### config.mk
export PLATFORM = sky130hd
export DESIGN_NAME = ipv4_receive_header_filter
export DESIGN_NICKNAME = d
export VERILOG_FILES = /design/src/rtl/core/ipv4rx_pkg.sv /design/src/rtl/core/ipv4rx_parse.sv /design/src/rtl/core/ipv4_receive_header_filter.sv
export SDC_FILE = /design/constraint.sdc
export NUM_CORES = 1
export LEC_CHECK = 0
export ABC_AREA = 1
export BUFFER_PORTS_ARGS = -buffer_cell sky130_fd_sc_hd__buf_2
export CORE_MARGIN = 4
export CORE_UTILIZATION = 40
export CTS_BUF_LIST = sky130_fd_sc_hd__clkbuf_2 sky130_fd_sc_hd__clkbuf_4 sky130_fd_sc_hd__clkbuf_8
export DETAILED_ROUTE_END_ITERATION = 10
export GPL_ROUTABILITY_DRIVEN = 0
export MAX_ROUTING_LAYER = met4
export PLACE_DENSITY = 0.63
export SLEW_MARGIN = 20
export SYNTH_ARGS = -nofsm -noshare
export SYNTH_HDL_FRONTEND = slang
export SYNTH_SLANG_ARGS = --single-unit
### constraint.sdc
create_clock -name aclk -period 7.25 [get_ports aclk]
set_input_delay 0.725 -clock aclk [delete_from_list [all_inputs] [get_ports aclk]]
set_output_delay 0.725 -clock aclk [all_outputs]
set_load 0.01 [all_outputs]
### src/rtl/core/ipv4rx_pkg.sv
// ----------------------------------------------------------------------------
// ipv4rx_pkg
// Shared types and constants for the IPv4 receive header filter.
// ----------------------------------------------------------------------------
package ipv4rx_pkg;

    localparam int unsigned CFG_DATA_W  = 32;
    localparam int unsigned CFG_INDEX_W = 2;

    typedef enum logic [CFG_INDEX_W-1:0] {
        CFG_LOCAL_ADDR  = 2'd0,
        CFG_SUBNET_MASK = 2'd1,
        CFG_IS_LOOPBACK = 2'd2
    } cfg_index_t;

    typedef enum logic [2:0] {
        VERDICT_TCP         = 3'd0,
        VERDICT_UDP         = 3'd1,
        VERDICT_SHORT       = 3'd2,
        VERDICT_BAD_HEADER  = 3'd3,
        VERDICT_CHECKSUM    = 3'd4,
        VERDICT_DESTINATION = 3'd5,
        VERDICT_OTHER_PROTO = 3'd6
    } verdict_t;

    localparam logic [7:0]  PROTO_TCP       = 8'd6;
    localparam logic [7:0]  PROTO_UDP       = 8'd17;
    localparam logic [3:0]  IP_VERSION_4    = 4'd4;
    localparam logic [3:0]  MIN_IHL         = 4'd5;
    localparam logic [15:0] MIN_HDR_BYTES   = 16'd20;
    localparam logic [15:0] CSUM_GOOD       = 16'hFFFF;
    localparam logic [31:0] ADDR_ALL_ONES   = 32'hFFFF_FFFF;

    // header byte offsets
    localparam logic [15:0] POS_VER_IHL     = 16'd0;
    localparam logic [15:0] POS_PROTO       = 16'd9;
    localparam logic [15:0] POS_SRC_FIRST   = 16'd12;
    localparam logic [15:0] POS_DST_FIRST   = 16'd16;
    localparam logic [15:0] POS_DST_END     = 16'd20;

    // fields of a finished packet, handed from the parser to the judge stage
    typedef struct packed {
        logic [3:0]  version;
        logic [3:0]  ihl;
        logic [15:0] csum;
        logic [7:0]  proto;
        logic [31:0] src_ip;
        logic [31:0] dst_ip;
        logic [15:0] byte_count;
    } pkt_info_t;

endpackage

### src/rtl/core/ipv4rx_parse.sv
// ----------------------------------------------------------------------------
// ipv4rx_parse
// Per-byte header capture and ones' complement sum; snapshots the packet
// state on the last beat and clears for the next packet.
// ----------------------------------------------------------------------------
module ipv4rx_parse
    import ipv4rx_pkg::*;
#(
    parameter int unsigned MAX_PACKET_BYTES = 65535
) (
    input  logic        aclk,
    input  logic        aresetn,
    input  logic        s_valid,
    output logic        s_ready,
    input  logic [7:0]  s_data_byte,
    input  logic        s_last_byte,
    output logic        snap_valid,
    input  logic        snap_ready,
    output pkt_info_t   snap
);

    localparam logic [15:0] COUNT_MAX = 16'(MAX_PACKET_BYTES);

    logic [15:0] count_reg, count_next;
    logic [15:0] sum_reg, sum_next;
    logic [7:0]  pend_reg, pend_next;
    logic [3:0]  ver_reg, ver_next;
    logic [3:0]  ihl_reg, ihl_next;
    logic [7:0]  proto_reg, proto_next;
    logic [31:0] src_reg, src_next;
    logic [31:0] dst_reg, dst_next;
    logic        snap_valid_reg;
    pkt_info_t   snap_reg;

    logic [5:0]  hdr_len;
    logic        in_hdr;
    logic [16:0] sum_wide;
    logic        accept;

    assign s_ready = !snap_valid_reg || snap_ready;
    assign accept  = s_valid && s_ready;

    assign hdr_len  = {ihl_reg, 2'b00};
    assign in_hdr   = (count_reg == POS_VER_IHL) || (count_reg < {10'd0, hdr_len});
    assign sum_wide = {1'b0, sum_reg} + {1'b0, pend_reg, s_data_byte};

    always_comb begin
        ver_next   = ver_reg;
        ihl_next   = ihl_reg;
        proto_next = proto_reg;
        src_next   = src_reg;
        dst_next   = dst_reg;
        pend_next  = pend_reg;
        sum_next   = sum_reg;

        if (count_reg == POS_VER_IHL) begin
            ver_next = s_data_byte[7:4];
            ihl_next = s_data_byte[3:0];
        end else if (count_reg == POS_PROTO) begin
            proto_next = s_data_byte;
        end else if (count_reg >= POS_SRC_FIRST && count_reg < POS_DST_FIRST) begin
            src_next = {src_reg[23:0], s_data_byte};
        end else if (count_reg >= POS_DST_FIRST && count_reg < POS_DST_END) begin
            dst_next = {dst_reg[23:0], s_data_byte};
        end

        if (in_hdr) begin
            if (!count_reg[0]) begin
                pend_next = s_data_byte;
            end else begin
                // end-around carry; cannot carry twice
                sum_next = sum_wide[15:0] + {15'd0, sum_wide[16]};
            end
        end

        count_next = (count_reg < COUNT_MAX) ? count_reg + 16'd1 : count_reg;
    end

    always_ff @(posedge aclk) begin
        if (!aresetn) begin
            count_reg      <= '0;
            sum_reg        <= '0;
            pend_reg       <= '0;
            ver_reg        <= '0;
            ihl_reg        <= '0;
            proto_reg      <= '0;
            src_reg        <= '0;
            dst_reg        <= '0;
            snap_valid_reg <= 1'b0;
        end else begin
            if (accept && s_last_byte) begin
                count_reg      <= '0;
                sum_reg        <= '0;
                pend_reg       <= '0;
                ver_reg        <= '0;
                ihl_reg        <= '0;
                proto_reg      <= '0;
                src_reg        <= '0;
                dst_reg        <= '0;
                snap_valid_reg <= 1'b1;
            end else begin
                if (accept) begin
                    count_reg <= count_next;
                    sum_reg   <= sum_next;
                    pend_reg  <= pend_next;
                    ver_reg   <= ver_next;
                    ihl_reg   <= ihl_next;
                    proto_reg <= proto_next;
                    src_reg   <= src_next;
                    dst_reg   <= dst_next;
                end
                if (snap_ready) begin
                    snap_valid_reg <= 1'b0;
                end
            end
        end
    end

    always_ff @(posedge aclk) begin
        if (accept && s_last_byte) begin
            snap_reg.version    <= ver_next;
            snap_reg.ihl        <= ihl_next;
            snap_reg.csum       <= sum_next;
            snap_reg.proto      <= proto_next;
            snap_reg.src_ip     <= src_next;
            snap_reg.dst_ip     <= dst_next;
            snap_reg.byte_count <= count_next;
        end
    end

    assign snap_valid = snap_valid_reg;
    assign snap       = snap_reg;

endmodule

### src/rtl/core/ipv4_receive_header_filter.sv
// ----------------------------------------------------------------------------
// ipv4_receive_header_filter
// IPv4 receive header checks: length, version/IHL, checksum, destination,
// protocol, one verdict per packet.
// ----------------------------------------------------------------------------
// Packet bytes enter one per beat in wire order, with s_last_byte on the final
// beat; a new byte is taken every cycle unless the result side backs up. The
// parser register captures each byte and updates the header sum in the same
// cycle; the last beat is snapshotted at its accepting edge, judged
// combinationally from the snapshot and registered onto the result channel
// once that channel can take it. The input only stalls while both the
// snapshot and the result register are full and the result is not taken.
// Throughput is one byte per cycle unless the result side backs up. The
// header sum uses an end-around carry. Configuration must only be written
// while no packet is in flight.
module ipv4_receive_header_filter
    import ipv4rx_pkg::*;
#(
    parameter int unsigned MAX_PACKET_BYTES = 65535
) (
    input  logic                   aclk,
    input  logic                   aresetn,
    input  logic                   cfg_wr_en,
    input  logic [CFG_INDEX_W-1:0] cfg_index,
    input  logic [CFG_DATA_W-1:0]  cfg_wdata,
    input  logic                   s_valid,
    output logic                   s_ready,
    input  logic [7:0]             s_data_byte,
    input  logic                   s_last_byte,
    output logic                   m_valid,
    input  logic                   m_ready,
    output logic [2:0]             m_verdict,
    output logic [7:0]             m_protocol_number,
    output logic [31:0]            m_source_address,
    output logic [31:0]            m_dest_address,
    output logic [5:0]             m_header_bytes,
    output logic [15:0]            m_packet_bytes
);

    logic [31:0] local_addr_reg;
    logic [31:0] subnet_mask_reg;
    logic        is_loopback_reg;

    logic        snap_valid;
    logic        snap_ready;
    pkt_info_t   snap;

    logic        m_valid_reg;
    verdict_t    verdict_next;
    verdict_t    verdict_reg;
    logic [7:0]  proto_reg;
    logic [31:0] src_reg;
    logic [31:0] dst_reg;
    logic [5:0]  hdr_bytes_reg;
    logic [15:0] pkt_bytes_reg;

    logic [5:0]  hdr_len;
    logic        dst_ok;

    always_ff @(posedge aclk) begin
        if (!aresetn) begin
            local_addr_reg  <= '0;
            subnet_mask_reg <= '0;
            is_loopback_reg <= 1'b0;
        end else if (cfg_wr_en) begin
            case (cfg_index)
                CFG_LOCAL_ADDR:  local_addr_reg  <= cfg_wdata;
                CFG_SUBNET_MASK: subnet_mask_reg <= cfg_wdata;
                CFG_IS_LOOPBACK: is_loopback_reg <= cfg_wdata[0];
                default: ;
            endcase
        end
    end

    ipv4rx_parse #(
        .MAX_PACKET_BYTES(MAX_PACKET_BYTES)
    ) u_parse (
        .aclk       (aclk),
        .aresetn    (aresetn),
        .s_valid    (s_valid),
        .s_ready    (s_ready),
        .s_data_byte(s_data_byte),
        .s_last_byte(s_last_byte),
        .snap_valid (snap_valid),
        .snap_ready (snap_ready),
        .snap       (snap)
    );

    assign snap_ready = !m_valid_reg || m_ready;
    assign hdr_len    = {snap.ihl, 2'b00};

    assign dst_ok = is_loopback_reg
                 || (snap.dst_ip == local_addr_reg)
                 || (snap.dst_ip == ADDR_ALL_ONES)
                 || ((snap.dst_ip | subnet_mask_reg) == ADDR_ALL_ONES);

    always_comb begin
        if (snap.byte_count < MIN_HDR_BYTES || snap.byte_count < {10'd0, hdr_len}) begin
            verdict_next = VERDICT_SHORT;
        end else if (snap.version != IP_VERSION_4 || snap.ihl < MIN_IHL) begin
            verdict_next = VERDICT_BAD_HEADER;
        end else if (snap.csum != CSUM_GOOD) begin
            verdict_next = VERDICT_CHECKSUM;
        end else if (!dst_ok) begin
            verdict_next = VERDICT_DESTINATION;
        end else if (snap.proto == PROTO_TCP) begin
            verdict_next = VERDICT_TCP;
        end else if (snap.proto == PROTO_UDP) begin
            verdict_next = VERDICT_UDP;
        end else begin
            verdict_next = VERDICT_OTHER_PROTO;
        end
    end

    always_ff @(posedge aclk) begin
        if (!aresetn) begin
            m_valid_reg <= 1'b0;
        end else if (snap_ready) begin
            m_valid_reg <= snap_valid;
        end
    end

    always_ff @(posedge aclk) begin
        if (snap_valid && snap_ready) begin
            verdict_reg   <= verdict_next;
            proto_reg     <= snap.proto;
            src_reg       <= snap.src_ip;
            dst_reg       <= snap.dst_ip;
            hdr_bytes_reg <= hdr_len;
            pkt_bytes_reg <= snap.byte_count;
        end
    end

    assign m_valid           = m_valid_reg;
    assign m_verdict         = verdict_reg;
    assign m_protocol_number = proto_reg;
    assign m_source_address  = src_reg;
    assign m_dest_address    = dst_reg;
    assign m_header_bytes    = hdr_bytes_reg;
    assign m_packet_bytes    = pkt_bytes_reg;

`ifndef SYNTHESIS
    // input back-pressure only ever comes from a held result
    a_stall_from_output: assert property (@(posedge aclk) disable iff (!aresetn)
        !s_ready |-> (m_valid_reg && !m_ready))
        else $error("input stalled without a held result");

    a_tcp_proto: assert property (@(posedge aclk) disable iff (!aresetn)
        (m_valid && m_verdict == VERDICT_TCP) |-> (m_protocol_number == PROTO_TCP))
        else $error("TCP verdict with wrong protocol byte");

    a_long_enough: assert property (@(posedge aclk) disable iff (!aresetn)
        (m_valid && m_verdict != VERDICT_SHORT) |-> (m_packet_bytes >= MIN_HDR_BYTES))
        else $error("short packet passed length check");

    a_hdr_checked: assert property (@(posedge aclk) disable iff (!aresetn)
        (m_valid && m_verdict != VERDICT_SHORT && m_verdict != VERDICT_BAD_HEADER)
            |-> (m_header_bytes >= 6'd20 && {10'd0, m_header_bytes} <= m_packet_bytes))
        else $error("header length not checked before later verdicts");

    a_result_follows_snap: assert property (@(posedge aclk) disable iff (!aresetn)
        (snap_valid && snap_ready) |=> m_valid)
        else $error("snapshot lost on the way to the result register");
`endif

endmodule

======== After elaboration in Yosys (flattened, before gate mapping) ========
Index checks and enable logic that the tools add are counted.
storage, ports and cells
  bits in registers ....................... 394
  bits of input ports ..................... 48
  output and inout port bits .............. 99
  logic and storage cells ................. 97
cells by class
  add/subtract/negate cells ............... 3
  magnitude comparators ................... 9
  eq/ne operators ......................... 10
  multiplexer cells ....................... 21
  bitwise logic cells ..................... 3
  reductions and logical operators ........ 24
operators by type and width
  cell                   number
  $mux 32                7
  $eq 32x32->1 const B   2
  $lt 16x5->1 const B    3
  $mux 16                3
  $eq 32x32->1           1
  $lt 16x6->1            2
  $or 32x32->32          1
  $add 16x16->17         1
  $add 16x1->16          1
  $add 16x1->16 const B  1
  $eq 16x4->1 const B    1
  $ge 16x4->1 const B    1
  $ge 16x5->1 const B    1
  $logic_not 16->1       1
  $lt 16x16->1 const B   1
  $mux 8                 2
  $ne 16x16->1 const B   1
  $mux 3                 4
  $eq 8x3->1 const B     1
  $eq 8x5->1 const B     1
  $logic_or 1x1->1       8
  $mux 4                 2
  $reduce_and 2->1       3
  $logic_and 1x1->1      5
  11 further kinds       16

======== Depth between registers and ports, before layout ========
  depth after elaboration ................. 7
  mapped depth ............................ 26
  mapped depth without buffers ............ 26

======== Hierarchy ========
From an unflattened synthesis, not the netlist that was laid out.
second synthesis, totals
  cell total of the unflattened synthesis .. 1944
  area total of the unflattened synthesis .. 17136.4 sq um
by module, submodules not included
  module                      times used  cells an instance  area each (sq um)
  ipv4rx_parse                1           1322               10874.2
  ipv4_receive_header_filter  1           622                6262.3

======== Worst setup path after synthesis ========
OpenSTA, ideal clock, no wires.
  path type ............................... input -> register
  from .................................... input m_ready
  to ...................................... register dst_reg[0], in the netlist m_dest_address[0] (enable)
  setup time .............................. 0.580 ns
  arrival ................................. 5.353 ns
  required time ........................... 6.670 ns
  path slack .............................. 1.317 ns
  stages on the path ...................... 2
  cell sequence ........................... inv_1 -> a21oi_1
between the ends
  word-level cells in the longest chain between the ends .. 2
RTL lines
  what                    line                               text
  start: declaration      ipv4_receive_header_filter.sv:31   input logic m_ready,
  $logic_or 1x1->1        ipv4_receive_header_filter.sv:89   assign snap_ready = !m_valid_reg || m_ready;
  $logic_and 1x1->1       ipv4_receive_header_filter.sv:124  if (snap_valid && snap_ready) begin
  end signal: assignment  ipv4_receive_header_filter.sv:128  dst_reg <= snap.dst_ip;
  end: declaration        ipv4_receive_header_filter.sv:53   logic [31:0] dst_reg;
Every way passes these cells.
A chain may end at the register's enable or synchronous reset.

======== Worst setup path after layout ========
  from .................................... register u_parse.sum_reg[0]
  to ...................................... register u_parse.snap_reg, in the netlist u_parse.snap[100] (data pin)
between the ends
  word-level cells in the longest chain between the ends .. 4
RTL lines
  what                      line                 text
  start: declaration        ipv4rx_parse.sv:25   logic [15:0] sum_reg, sum_next;
  start signal: assignment  ipv4rx_parse.sv:104  sum_reg <= sum_next;
  $add 16x16->17            ipv4rx_parse.sv:45   assign sum_wide = {1'b0, sum_reg} + {1'b0, pend_reg, s_data_byte};
  $add 16x1->16             ipv4rx_parse.sv:72   sum_next = sum_wide[15:0] + {15'd0, sum_wide[16]};
  $mux 16                   ipv4rx_parse.sv:68   if (!count_reg[0]) begin
  $mux 16                   ipv4rx_parse.sv:67   if (in_hdr) begin
  net u_parse.sum_next[12]  ipv4rx_parse.sv:25
  end: declaration          ipv4rx_parse.sv:33   pkt_info_t snap_reg;
The timed path passes the listed nets, and every way through them passes these cells.

==> reports/qor.yml <==
status: "finished clean"
layout.nets: 2084
yosysTopAreaCellShare_pct: 36.7
synth-edff-count: 207
synth_area_leaders: "edfxtp_1 37%, dfxtp_1 22%, o21ai_0 6.9%"
grt_pass1_wl_um: 62400
detail_route.wl_per_cell_um: 15.3
critPathArrivalTime_ps: 3780
antenna_cells: 0
die_width_um: 214
max-cap-violations: 0
hold_start: "cfg_wdata[14]"
hp-class: "input port to flip-flop"
port_buffers: 144
setup_viol: 0
coreArea_um2: 41900
ctsHoldBuffers: 0
clockBufferDepth: 3
grt.overflow.total: 0
pin_count: 147
clk_pin_slew_ps: 60
synth.avg_cell_area_um2: 9.11
rsz0062_at_grt: "false"
cts_setup_buffers: 0
cts-root-buf: "clkbuf_8"
async_reset_ff_share_pct: 0
critPathKind: "flip-flop to flip-flop"
timing.critical_path.mode_cell: "nand2_1"
path_max_fanout: 5
cp_num_buf_inv: 2
fin_total_pwr_uw: 4960
fp-row-count: 75
drive_gt1_share_pct: 16.2
clock.fmax_mhz: 292
post-route-period-util_pct: 47.3
clk_latency_ps: 600
vias: 12700
viasPerCell: 4.89
largest_reg_flops: 112
syn_area_um2: 16900
worstHoldPathCells: 3
skew_ps: 24.1
cts_buffers: 68
yosys.area.top_type: "edfxtp_1"
rrSetupSlack_ps: 3820
antenna_found_initial: 0
power_density_nw_per_um2: 254
dpl.hpwl_um: 27200
synthFlopType: "edfxtp_1"
min_to: "subnet_mask_reg[14]"
first_pass_iters: 6
startpoint_type: "flip-flop"
cts_tree: "built"
r2r-start: "u_parse.sum_reg[0]"
cts_resized: 0
wl_um: 39800
leakagePower_uw: 0.00846
worstPathRequired_ps: 7600
netlist_instances: 1858
worst_path_dominant_cell_family: "simple AND/OR/NAND/NOR gates"
yosys_warnings: 0
die_h_um: 214
synth.most_common_cell: "inv_1"
dr.first_iter.drc_count: 846
drv_slew: 0
grt_usage_pct: 17.7
r2r-end: "u_parse.snap[100]"
crit_slowest_cell: "dfxtp_1"
max_stage_delay_ps: 380
slew_headroom_pct: 33.6
grt_pass1_vias: 12100
cts.sinks: 394
finalHoldViolCount: 0
synth_commonest_cells: "274 x inv_1, 259 x nand2_1, 234 x o21ai_0"
synthToLayoutAreaGrowth_pct: 15.2
end_kind: "flip-flop"
period_minus_slack_ps: 3430
dieArea_um2: 45700
synth_seq_area_share_pct: 58.8
grt_start_max_net_pins: 99
detail-route-antenna-nets: 0
vdd_ir_drop_max_mv: 0.122
tns_ps: 0
ys_seq_elements: 394
r2r.worst_path.cells: 25
synth.distinct_cells: 48
start_util_pct: 40.4
tightest_slew_ps: 996
cts_max_level: 3
drc: 0
whs_ps: 413
==> kinds of logic after synthesis <==
kind of cell / after synthesis / share of synthesized area (%)
AO/OA/AOI/OAI: 415 / 12.8
adder cells (fa/ha/maj): 28 / 2.11
AND/OR/NAND/NOR: 633 / 16.2
other: 1 / 0.0222
XOR/XNOR: 36 / 1.86
flip-flops: 394 / 58.8
buffers and inverters: 351 / 8.10
==> worst max path at each step <==
stage	slack, ps	cells after the start	start	to
after global routing	3480	25	u_parse.sum_reg[0]	u_parse.snap[100]
after floorplan	1320	2	m_ready	m_dest_address[0]
final	3820	25	u_parse.sum_reg[0]	u_parse.snap[100]
after global placement	3450	27	s_data_byte[0]	u_parse.snap[100]
after CTS	3800	25	u_parse.sum_reg[0]	u_parse.snap[100]
after detailed placement	3360	27	s_data_byte[0]	u_parse.snap[100]
==> power breakdown <==
part	internal (uW)	switching (uW)
Combinational	139	293
Sequential	2470	62.6
Clock	1130	868
==> worst min-delay path, cell delays in order <==
cell and delay, ps:
buf_2 90, o21ai_0 80, nor2_1 70
==> through the flow <==
| stage | instance area [um^2] | setup WS (ps) | utilization, % | std cells |
|---|---|---|---|---|
| floorplan | 16900 | 1320 | - | 1859 |
| CTS | 19500 | 3800 | 46.6 | 2601 |
| finish | 19500 | 3820 | 46.6 | 2601 |
| global route | 19500 | 3480 | 46.6 | 2601 |
| detailed placement | 18100 | 3360 | 43.2 | 2477 |
| global placement | 18100 | 3450 | 43.2 | 2477 |
==> metal layers <==
| metal | track usage [%] | part of all wire (%) | up-vias | routed length (um) |
|---|---|---|---|---|
| li1 | - | - | 6438 | - |
| met1 | 22.2 | 44 | 5916 | 17500 |
| met2 | 28.7 | 48 | 310 | 19200 |
| met3 | 3.75 | 5.4 | 59 | 2140 |
| met4 | 6.14 | 2.4 | 0 | 959 |
| met5 | - | 0 | - | 0 |
==> area by class of cell <==
class                      instances  area (um^2)
timing repair buffer             154          796
sequential                       394         9960
tap                              539          674
multi-input combinational       1114         5630
fill                            4016        22400
inverter                         276         1040
clock inverter                    20          105
clock buffer                     104         1280
==> cell usage in the layout, fill, tap and decap left out, types with 4 or more instances in the layout <==
master,n
dfxtp_1,187
nand3_1,43
a21oi_2,4
a211oi_1,6
nor3_1,18
clkbuf_8,80
xnor2_1,5
xor2_1,31
o22ai_1,10
clkbuf_4,24
or2_2,14
o21ai_0,234
nand4_1,23
edfxtp_1,207
nor2_1,228
buf_4,10
nor4_1,9
nand2_2,11
ha_1,27
nor2_2,7
o21ai_2,6
nand3_2,9
clkinv_2,7
buf_2,144
inv_1,272
nand2_1,256
clkinv_1,8
o21ai_1,37
a21oi_1,105
(Power assumes the default switching activity.)
